## src/design/adcf_pkg.sv

```systemverilog
// Shared constants for the address/data command framer.
// No dependencies; compiled first.
package adcf_pkg;

  localparam int MAX_FRAME_BYTES = 1024;

  localparam int STYPE_W = 16;
  localparam int COUNT_W = 8;
  localparam int ADDR_W  = 16;
  localparam int DATA_W  = 16;
  localparam int BYTE_W  = 8;

  localparam logic [BYTE_W-1:0] PREAMBLE_BYTE = 8'h55;
  localparam logic [BYTE_W-1:0] TRAILER_BYTE  = 8'hAA;

  // Fixed overhead of a frame: preamble, length, service type, trailer.
  localparam logic [15:0] FRAME_OVERHEAD = 16'd24;
  // Overhead counted in the length word: length, service type, trailer.
  localparam logic [15:0] LEN_OVERHEAD   = 16'd12;

  // Byte positions in the layout of one run: header, one pair, trailer.
  localparam int POS_W = 5;
  localparam logic [POS_W-1:0] POS_HDR_FIRST = 5'd0;
  localparam logic [POS_W-1:0] POS_LEN_LO    = 5'd12;
  localparam logic [POS_W-1:0] POS_LEN_HI    = 5'd13;
  localparam logic [POS_W-1:0] POS_STYPE_LO  = 5'd14;
  localparam logic [POS_W-1:0] POS_STYPE_HI  = 5'd15;
  localparam logic [POS_W-1:0] POS_ADDR_LO   = 5'd16;
  localparam logic [POS_W-1:0] POS_ADDR_HI   = 5'd17;
  localparam logic [POS_W-1:0] POS_DATA_LO   = 5'd18;
  localparam logic [POS_W-1:0] POS_DATA_HI   = 5'd19;
  localparam logic [POS_W-1:0] POS_TRL_FIRST = 5'd20;
  localparam logic [POS_W-1:0] POS_TRL_LAST  = 5'd27;

endpackage

```

## src/design/adcf_in_if.sv

```systemverilog
// Input channel of the framer: one frame or pair word per handshake.
// Depends on adcf_pkg.
interface adcf_in_if;
  import adcf_pkg::*;

  logic               valid;
  logic               ready;
  logic [STYPE_W-1:0] service_type;
  logic [COUNT_W-1:0] pair_count;
  logic [ADDR_W-1:0]  address;
  logic [DATA_W-1:0]  data;

  modport source (output valid, service_type, pair_count, address, data, input ready);
  modport sink   (input valid, service_type, pair_count, address, data, output ready);
endinterface

```

## src/design/adcf_out_if.sv

```systemverilog
// Output channel of the framer: one frame byte per handshake.
// Depends on adcf_pkg.
interface adcf_out_if;
  import adcf_pkg::*;

  logic              valid;
  logic              ready;
  logic [BYTE_W-1:0] frame_byte;
  logic              end_of_frame;
  logic              last_of_run;

  modport source (output valid, frame_byte, end_of_frame, last_of_run, input ready);
  modport sink   (input valid, frame_byte, end_of_frame, last_of_run, output ready);
endinterface

```

## src/design/addr_data_command_framer_core.sv

```systemverilog
// Address/data command framer. Each word on req is turned into a run of frame bytes
// on frame, one byte per cycle through a registered output stage unless frame.ready
// stalls it. A word that opens a frame gives the twelve-byte preamble, the length and
// the service type, then its own pair (20 bytes), or the trailer as well when the frame
// holds one pair (28 bytes), or header and trailer only for a zero count (24 bytes). A
// pair word in mid-frame gives 4 bytes, the closing one 12 with the trailer. The next
// word is taken in the cycle the last byte of a run moves into the output register. An
// opening word whose frame would exceed MAX_FRAME_BYTES is taken and dropped without
// output.
module addr_data_command_framer_core (
  input logic clk,
  input logic rst,
  adcf_in_if.sink    req,
  adcf_out_if.source frame
);
  import adcf_pkg::*;

  // frame state, advanced as words are taken
  logic               in_frame;
  logic [COUNT_W-1:0] pairs_left;

  // run register: the word being serialised
  logic               run_valid;
  logic [POS_W-1:0]   pos;
  logic               run_pair;
  logic               run_trl;
  logic [15:0]        run_len;
  logic [STYPE_W-1:0] run_stype;
  logic [ADDR_W-1:0]  run_addr;
  logic [DATA_W-1:0]  run_data;

  // output register
  logic              out_valid;
  logic [BYTE_W-1:0] out_byte;
  logic              out_eof;
  logic              out_last;

  logic              out_load;
  logic              run_last;
  logic              req_fire;
  logic [15:0]       frame_total;
  logic              oversize;
  logic [POS_W-1:0]  pos_next;
  logic [BYTE_W-1:0] byte_sel;

  assign out_load    = !out_valid || frame.ready;
  assign run_last    = run_trl ? (pos == POS_TRL_LAST) : (pos == POS_DATA_HI);
  assign req.ready   = !run_valid || (out_load && run_last);
  assign req_fire    = req.valid && req.ready;
  assign frame_total = (16'(req.pair_count) << 2) + FRAME_OVERHEAD;
  assign oversize    = frame_total > 16'(MAX_FRAME_BYTES);

  // skip the pair slot when a zero-count frame goes straight to its trailer
  assign pos_next = (pos == POS_STYPE_HI && !run_pair) ? POS_TRL_FIRST : pos + 5'd1;

  always_comb begin
    case (pos)
      POS_LEN_LO:   byte_sel = run_len[7:0];
      POS_LEN_HI:   byte_sel = run_len[15:8];
      POS_STYPE_LO: byte_sel = run_stype[7:0];
      POS_STYPE_HI: byte_sel = run_stype[15:8];
      POS_ADDR_LO:  byte_sel = run_addr[7:0];
      POS_ADDR_HI:  byte_sel = run_addr[15:8];
      POS_DATA_LO:  byte_sel = run_data[7:0];
      POS_DATA_HI:  byte_sel = run_data[15:8];
      default:      byte_sel = (pos < POS_LEN_LO) ? PREAMBLE_BYTE : TRAILER_BYTE;
    endcase
  end

  always_ff @(posedge clk) begin
    if (rst) begin
      in_frame   <= 1'b0;
      pairs_left <= '0;
      run_valid  <= 1'b0;
      out_valid  <= 1'b0;
    end else begin
      if (out_load) begin
        out_valid <= run_valid;
        out_byte  <= byte_sel;
        out_eof   <= run_trl && (pos == POS_TRL_LAST);
        out_last  <= run_last;
        // a word taken on the last byte sets up the next run below
        if (run_valid && !req_fire) begin
          pos <= pos_next;
          if (run_last) run_valid <= 1'b0;
        end
      end

      if (req_fire) begin
        run_stype <= req.service_type;
        run_len   <= (16'(req.pair_count) << 2) + LEN_OVERHEAD;
        run_addr  <= req.address;
        run_data  <= req.data;
        if (!in_frame) begin
          if (!oversize) begin
            run_valid <= 1'b1;
            pos       <= POS_HDR_FIRST;
            if (req.pair_count == '0) begin
              run_pair <= 1'b0;
              run_trl  <= 1'b1;
            end else begin
              run_pair   <= 1'b1;
              run_trl    <= (req.pair_count == COUNT_W'(1));
              pairs_left <= req.pair_count - COUNT_W'(1);
              in_frame   <= (req.pair_count != COUNT_W'(1));
            end
          end else begin
            // drop an oversized frame without output
            run_valid <= 1'b0;
          end
        end else begin
          run_valid  <= 1'b1;
          pos        <= POS_ADDR_LO;
          run_pair   <= 1'b1;
          run_trl    <= (pairs_left == COUNT_W'(1));
          pairs_left <= pairs_left - COUNT_W'(1);
          in_frame   <= (pairs_left != COUNT_W'(1));
        end
      end
    end
  end

  assign frame.valid        = out_valid;
  assign frame.frame_byte   = out_byte;
  assign frame.end_of_frame = out_eof;
  assign frame.last_of_run  = out_last;

`ifndef NO_ASSERTIONS
  a_eof_ends_run: assert property (@(posedge clk) disable iff (rst)
    frame.valid && frame.end_of_frame |-> frame.last_of_run)
    else $error("end of frame on a byte that does not end its run");

  a_open_has_pairs: assert property (@(posedge clk) disable iff (rst)
    in_frame |-> pairs_left != '0)
    else $error("frame open with no pairs left");

  a_zero_count_run: assert property (@(posedge clk) disable iff (rst)
    run_valid && !run_pair |-> run_trl && !(pos >= POS_ADDR_LO && pos <= POS_DATA_HI))
    else $error("zero-count run entered the pair slot");

  a_take_on_last: assert property (@(posedge clk) disable iff (rst)
    req_fire && run_valid |-> run_last && out_load)
    else $error("word taken while a run is still in progress");

  a_run_reaches_output: assert property (@(posedge clk) disable iff (rst)
    run_valid && out_load |=> frame.valid)
    else $error("byte of a run did not reach the output register");
`endif

endmodule

```

## src/flat_wrapper.sv

```systemverilog
// flat-port wrapper written by rule: the top's interface ports become plain ports
module addr_data_command_framer_core_flat import adcf_pkg::*;
  (clk, rst, req_valid, req_service_type, req_pair_count, req_address, req_data, req_ready, frame_valid, frame_frame_byte, frame_end_of_frame, frame_last_of_run, frame_ready);
  adcf_in_if req_i ();
  adcf_out_if frame_i ();
  input logic clk;
  input logic rst;
  input wire logic [$bits(req_i.valid)-1:0] req_valid;
  input wire logic [$bits(req_i.service_type)-1:0] req_service_type;
  input wire logic [$bits(req_i.pair_count)-1:0] req_pair_count;
  input wire logic [$bits(req_i.address)-1:0] req_address;
  input wire logic [$bits(req_i.data)-1:0] req_data;
  output wire logic [$bits(req_i.ready)-1:0] req_ready;
  output wire logic [$bits(frame_i.valid)-1:0] frame_valid;
  output wire logic [$bits(frame_i.frame_byte)-1:0] frame_frame_byte;
  output wire logic [$bits(frame_i.end_of_frame)-1:0] frame_end_of_frame;
  output wire logic [$bits(frame_i.last_of_run)-1:0] frame_last_of_run;
  input wire logic [$bits(frame_i.ready)-1:0] frame_ready;
  assign req_i.valid = req_valid;
  assign req_i.service_type = req_service_type;
  assign req_i.pair_count = req_pair_count;
  assign req_i.address = req_address;
  assign req_i.data = req_data;
  assign req_ready = req_i.ready;
  assign frame_valid = frame_i.valid;
  assign frame_frame_byte = frame_i.frame_byte;
  assign frame_end_of_frame = frame_i.end_of_frame;
  assign frame_last_of_run = frame_i.last_of_run;
  assign frame_i.ready = frame_ready;
  addr_data_command_framer_core u_core (.clk(clk), .rst(rst), .req(req_i), .frame(frame_i));
endmodule
```

## config.mk

```make
export PLATFORM = sky130hd
export DESIGN_NAME = addr_data_command_framer_core_flat
export DESIGN_NICKNAME = d
export VERILOG_FILES = /design/src/design/adcf_pkg.sv /design/src/design/adcf_in_if.sv /design/src/design/adcf_out_if.sv /design/src/design/addr_data_command_framer_core.sv /design/src/flat_wrapper.sv
export SDC_FILE = /design/constraint.sdc
export NUM_CORES = 1
export LEC_CHECK = 0
export BUFFER_PORTS_ARGS = -buffer_cell sky130_fd_sc_hd__buf_2
export CORE_MARGIN = 1
export CORE_UTILIZATION = 42
export CTS_CLUSTER_DIAMETER = 200
export CTS_CLUSTER_SIZE = 30
export DETAILED_ROUTE_END_ITERATION = 7
export HOLD_SLACK_MARGIN = 0.03
export PLACE_DENSITY = 0.71
export REMOVE_ABC_BUFFERS = 1
export SETUP_SLACK_MARGIN = 0.1
export SLEW_MARGIN = 15
export SYNTH_ARGS = -nofsm -noshare
export SYNTH_HDL_FRONTEND = slang
export SYNTH_SLANG_ARGS = --single-unit
```

## constraint.sdc

```tcl
create_clock -name clk -period 5.5 [get_ports clk]
set_clock_uncertainty 0.15 [all_clocks]
set_input_delay 0.55 -clock clk [delete_from_list [all_inputs] [get_ports clk]]
set_output_delay 0.55 -clock clk [all_outputs]
set_load 0.02 [all_outputs]
```

# After elaboration in Yosys (flattened, before gate mapping)
# Cells that the tools add are included.
# word_totals
register_bits,92
out_inout_bits,12
input_bits,60
# op_classes
n_mux,26
n_addsub,5
n_eq_ne,15
n_bitwise,1
magnitude_cmp,2
n_reduce_logical,20
# op_table
op,n
$pmux 8 s8,1
$mux 8,4
$mux 5,6
$eq 5x5->1 const B,5
$eq 5x4->1 const B,4
$eq 8x1->1 const B,2
$gt 16x11->1 const B,1
$ne 8x1->1 const B,2
$sub 8x1->8 const B,2
$mux 1,15
$add 10x4->11 const B,1
$add 10x5->11 const B,1
$reduce_and 3->1,3
$logic_not 8->1,1
$reduce_bool 2->1,3
$add 5x1->5 const B,1
$logic_and 1x1->1,5
$lt 5x4->1 const B,1
$logic_not 1->1,4
$ne 2x1->1 const B,2
$reduce_and 2->1,2
$logic_or 1x1->1,2
$not 1->1,1

# Logic depth before layout (Yosys ltp)
# depth
depth_word,12
mapped_depth,9
depth_no_buf,7

# Worst setup path before layout
# No wires, ideal clock.
# synth_path
path_type,reg-to-reg
startpoint,register u_core.pos[0]
endpoint,register u_core.run_addr[0] (enable)
setup_time_ns,0.473
arrival_ns,3.567
n_path_buf,1
stages_incl_launch_ff,6
required_time_ns,4.877
path_slack_ns,1.311
cell_sequence,edfxtp_1 -> ha_1 -> and3b_1 -> a41oi_1 -> clkbuf_8 -> nor2_1
# synth_between
elab_chain_len,6
elab_cells_between_ends,7
cone_classes,eq/ne (2); mux (1); reduce/logical (4)
# synth_lines
element,line_no,rtl
start: declaration,addr_data_command_framer_core.sv:24,logic [POS_W-1:0] pos;
start signal: assignment,addr_data_command_framer_core.sv:84,pos <= pos_next;
$eq 5x5->1,addr_data_command_framer_core.sv:47,assign run_last = run_trl ? (pos == POS_TRL_LAST) : (pos == POS_DATA_HI);
$mux 1 (*),addr_data_command_framer_core.sv:47,
$logic_and 1x1->1 (*),addr_data_command_framer_core.sv:48,assign req.ready = !run_valid || (out_load && run_last);
$logic_or 1x1->1 (*),addr_data_command_framer_core.sv:48,
$logic_and 1x1->1 (*),addr_data_command_framer_core.sv:49,assign req_fire = req.valid && req.ready;
$reduce_and 2->1 (no line) (*),n/a,
end signal: assignment,addr_data_command_framer_core.sv:92,run_addr <= req.address;
end: declaration,addr_data_command_framer_core.sv:29,logic [ADDR_W-1:0] run_addr;
# Every way passes the cells marked *; elsewhere a longest branch is shown, timed or not.
# A chain may end at the register's enable or synchronous reset.

# Worst setup path after layout
# layout_path
startpoint,register u_core.pos[0]
endpoint,register u_core.run_stype[10] (enable)
# layout_between
elab_chain_len,6
elab_cells_between_ends,7
cone_classes,eq/ne (2); mux (1); reduce/logical (4)
# layout_lines
element,line_no,rtl
$eq 5x5->1,addr_data_command_framer_core.sv:47,
$mux 1 (*),addr_data_command_framer_core.sv:47,
$logic_and 1x1->1 (*),addr_data_command_framer_core.sv:48,
$logic_or 1x1->1 (*),addr_data_command_framer_core.sv:48,
$logic_and 1x1->1 (*),addr_data_command_framer_core.sv:49,
$reduce_and 2->1 (no line) (*),n/a,
end signal: assignment,addr_data_command_framer_core.sv:90,run_stype <= req.service_type;
end: declaration,addr_data_command_framer_core.sv:28,logic [STYPE_W-1:0] run_stype;
# Marked as above.

==> impl_metrics.tcl <==
set metrics [dict create \
    syn_inst 325 \
    htree_num_levels 3 \
    yosys_register_bits 85 \
    start_util_pct 44.2 \
    clk_pin_slew_worst_paths_ns 0.09 \
    gp_congestion 0.839 \
    ioPinCount 72 \
    grt_antenna_before_repair 0 \
    power_density_nw_per_um2 313 \
    tritoncts "done" \
    mappedNetlistArea_um2 4160 \
    cp.arrival_ns 2.64 \
    critical_path.endpoint_type "flip-flop" \
    diodes 0 \
    power_switching_share_pct 26.5 \
    fp-row-count 35 \
    report.final.hold_viol_count 0 \
    fp.coreArea_um2 9420 \
    grt_max_degree 58 \
    vias 2926 \
    clock_latency_ns 0.37 \
    post_cts_buffers 0 \
    cts_hold_repair.buffers 0 \
    max_freq_mhz 358 \
    p_clk_share_pct 32.7 \
    chipWidth_um 102 \
    timing.reg2reg.setup_slack_ns 2.71 \
    globalRouteTotalUtil_pct 18.2 \
    critical_path.startpoint_type "flip-flop" \
    placement.cell_area_um2 4580 \
    final_min_period_over_clock_period_pct 50.7 \
    postRouteWirelength_mm 8.81 \
    dieArea_um2 10300 \
    cts-root-buf "sky130_fd_sc_hd__clkbuf_8" \
    globalRouteOverflowTotal 0 \
    finalPower_w 0.00150 \
    finalSetupViolCount 0 \
    slew-limit-headroom_pct 32.8 \
    fill_cells 811 \
    place.port_buffers 71 \
    cell_internal_pwr_w 0.00110 \
    power_leakage_nw 1.76 \
    cts_sinks 85 \
    cts.repair.resized 0 \
    post_route_cells_drive_above_1_share_pct 26.3 \
    via_per_inst 5.62 \
    totalNegativeSetupSlack_ns 0 \
    power.sequential.fraction_pct 52.3 \
    grt_first_pass_wirelength_mm 14.1 \
    power_switching_w 0.000397 \
    synth_cell_type_count 70 \
    avgSynthCellArea_um2 12.8 \
    hpwlAfterDp_mm 6.31 \
    status "finished clean" \
    layout_setup_ws_ns 2.71 \
    grt_setup_unrepaired "no" \
    edff_count_synth 74 \
    path_max_fanout 57 \
    synth.area.top_cells "sky130_fd_sc_hd__edfxtp_1 53%, sky130_fd_sc_hd__dfxtp_1 5.3%, sky130_fd_sc_hd__ha_1 4.2%" \
    synth.top_cell.area_share_pct 53.4 \
    hp_class "input port to flip-flop" \
    required_ns 5.35 \
    multiInputGateArea_um2 1530 \
    die_h_um 102 \
    drtPass1Iterations 5 \
    yosysTopAreaCell "sky130_fd_sc_hd__edfxtp_1" \
    ctsLongestPathBuffers 2 \
    power.ir.vdd_worst_mv 0.152 \
    drtAntennaViolNets 0 \
    place_worst_setup_slack_ns 2.73 \
    maxSlewViolCount 0 \
    tritoncts.num_buffers 9 \
    yosys_warnings 0 \
    setup.worst_path.class "flip-flop to flip-flop" \
    share_comb_of_total_power_pct 15.0 \
    worst_margin_pin_slew_ns 0.996 \
    timing.max_cap.violations 0 \
    grt_pass1_vias 2821 \
    nNetsFinal 462 \
    register_area_um2 2440 \
    async_flop_share_pct 0 \
    area_growth_pct 15.2 \
    avgRoutedWirePerCell_um 16.9 \
    worst_hold_slack_ns 0.199 \
    post-route-min-period_ns 2.79 \
    design_area_um2 4790 \
    yosysSeqAreaShare_pct 58.7 \
    drt_drc_violations_left 0 \
    flip_flop_cell_with_the_highest_count_after_synthesis "sky130_fd_sc_hd__edfxtp_1" \
    initialDrtViolationCount 222 \
]
worst paths after layout:
| path | from | endpoint | cells past startpoint |
|---|---|---|---|
| hold / removal | req_service_type[12] | u_core.run_stype[12] | 1 |
| setup reg to reg | u_core.pos[0] | u_core.run_stype[10] | 5 |
| setup / recovery | u_core.pos[0] | u_core.run_stype[10] | 5 |
| hold reg to reg | u_core.pairs_left[3] | u_core.pairs_left[3] | 2 |
cell families after synthesis:
kind of cell               share of synthesized area [%]
AOI/OAI and AO/OA                                   17.2
and+or+nand+nor                                     12.6
DFF                                                 58.7
buffers and inverters                               4.75
adders and majority gates                           4.21
xor gates and xnor gates                            2.29
muxes                                              0.241
Yosys cell counts (5+ instances only):
cell	instances
sky130_fd_sc_hd__edfxtp_1	74
sky130_fd_sc_hd__a22o_1	18
sky130_fd_sc_hd__nor2_1	17
sky130_fd_sc_hd__inv_1	15
sky130_fd_sc_hd__ha_1	14
sky130_fd_sc_hd__nand2_1	13
sky130_fd_sc_hd__dfxtp_1	11
sky130_fd_sc_hd__a21oi_1	8
sky130_fd_sc_hd__buf_2	8
sky130_fd_sc_hd__nor3_1	8
sky130_fd_sc_hd__xnor2_1	8
sky130_fd_sc_hd__a22oi_1	7
sky130_fd_sc_hd__a31oi_1	7
sky130_fd_sc_hd__nor4_1	7
sky130_fd_sc_hd__clkbuf_1	6
sky130_fd_sc_hd__o21ai_0	6
sky130_fd_sc_hd__a222oi_1	5
sky130_fd_sc_hd__o311ai_0	5
worst max-delay path, cell delays in order (launching register included):
cell and delay [ns]:
sky130_fd_sc_hd__edfxtp_1 0.46, sky130_fd_sc_hd__ha_1 0.30, sky130_fd_sc_hd__and3b_1 0.26, sky130_fd_sc_hd__a41oi_1 0.46, sky130_fd_sc_hd__nor2_4 0.19, sky130_fd_sc_hd__buf_4 0.59
registers in the layout, indices dropped and copies added, names as in the netlist, 5 cells and up:
register / cells
u_core.pairs_left: 8
u_core.run_data: 16
u_core.run_addr: 16
u_core.run_stype: 16
u_core.pos: 5
u_core.frame.frame_byte: 8
u_core.run_len: 9
metrics by stage:
stage / util, % / cells
detailed placement: 48.6 / 506
global placement: 48.6 / 506
floorplan: - / 303
CTS: 50.9 / 521
finish: 50.9 / 521
global route: 50.9 / 521
per-layer routing:
metal	track usage (%)	vias up	share of wire [%]
met5	0	-	0
met3	3.73	15	6.4
met4	7.92	0	1.9
met1	23.9	1375	44
met2	29.3	116	48
li1	-	1420	-
area by class of cell:
class	count	share of cell area, %
clock buffers	9	2.58
well taps	129	3.37
multi-input cells	202	32.0
flip-flops and latches	85	51.0
clock inverters	6	1.96
repair buffers	74	7.88
inverters	16	1.25
power by group through the flow:
stage                     sequential [W]  combinational [W]  clock, W
after floorplan                 0.000806           0.000132         0
after global placement          0.000797           0.000220         0
after detailed placement        0.000799           0.000224         0
after CTS                       0.000785           0.000225  0.000495
after global routing            0.000791           0.000245  0.000526
final                           0.000785           0.000225  0.000491
cell usage in the layout, fill, tap and decap left out, drive strengths merged, types with 3 or more instances in the layout:
| cell | n |
|---|---|
| and3b | 3 |
| o31ai | 3 |
| nand2 | 13 |
| nor2b | 4 |
| a222oi | 5 |
| dfxtp | 11 |
| nor3b | 3 |
| o21ai | 7 |
| clkbuf | 9 |
| nor3 | 8 |
| xnor2 | 8 |
| nand2b | 3 |
| a22oi | 7 |
| nor4b | 4 |
| o211ai | 3 |
| nor2 | 17 |
| a41oi | 3 |
| edfxtp | 74 |
| buf | 74 |
| o311ai | 6 |
| a22o | 18 |
| nand4 | 4 |
| ha | 14 |
| nor4 | 8 |
| a21oi | 8 |
| a31oi | 7 |
| or4 | 4 |
| inv | 18 |
| or3 | 4 |
Note: power is estimated with default switching activity, not from simulation.
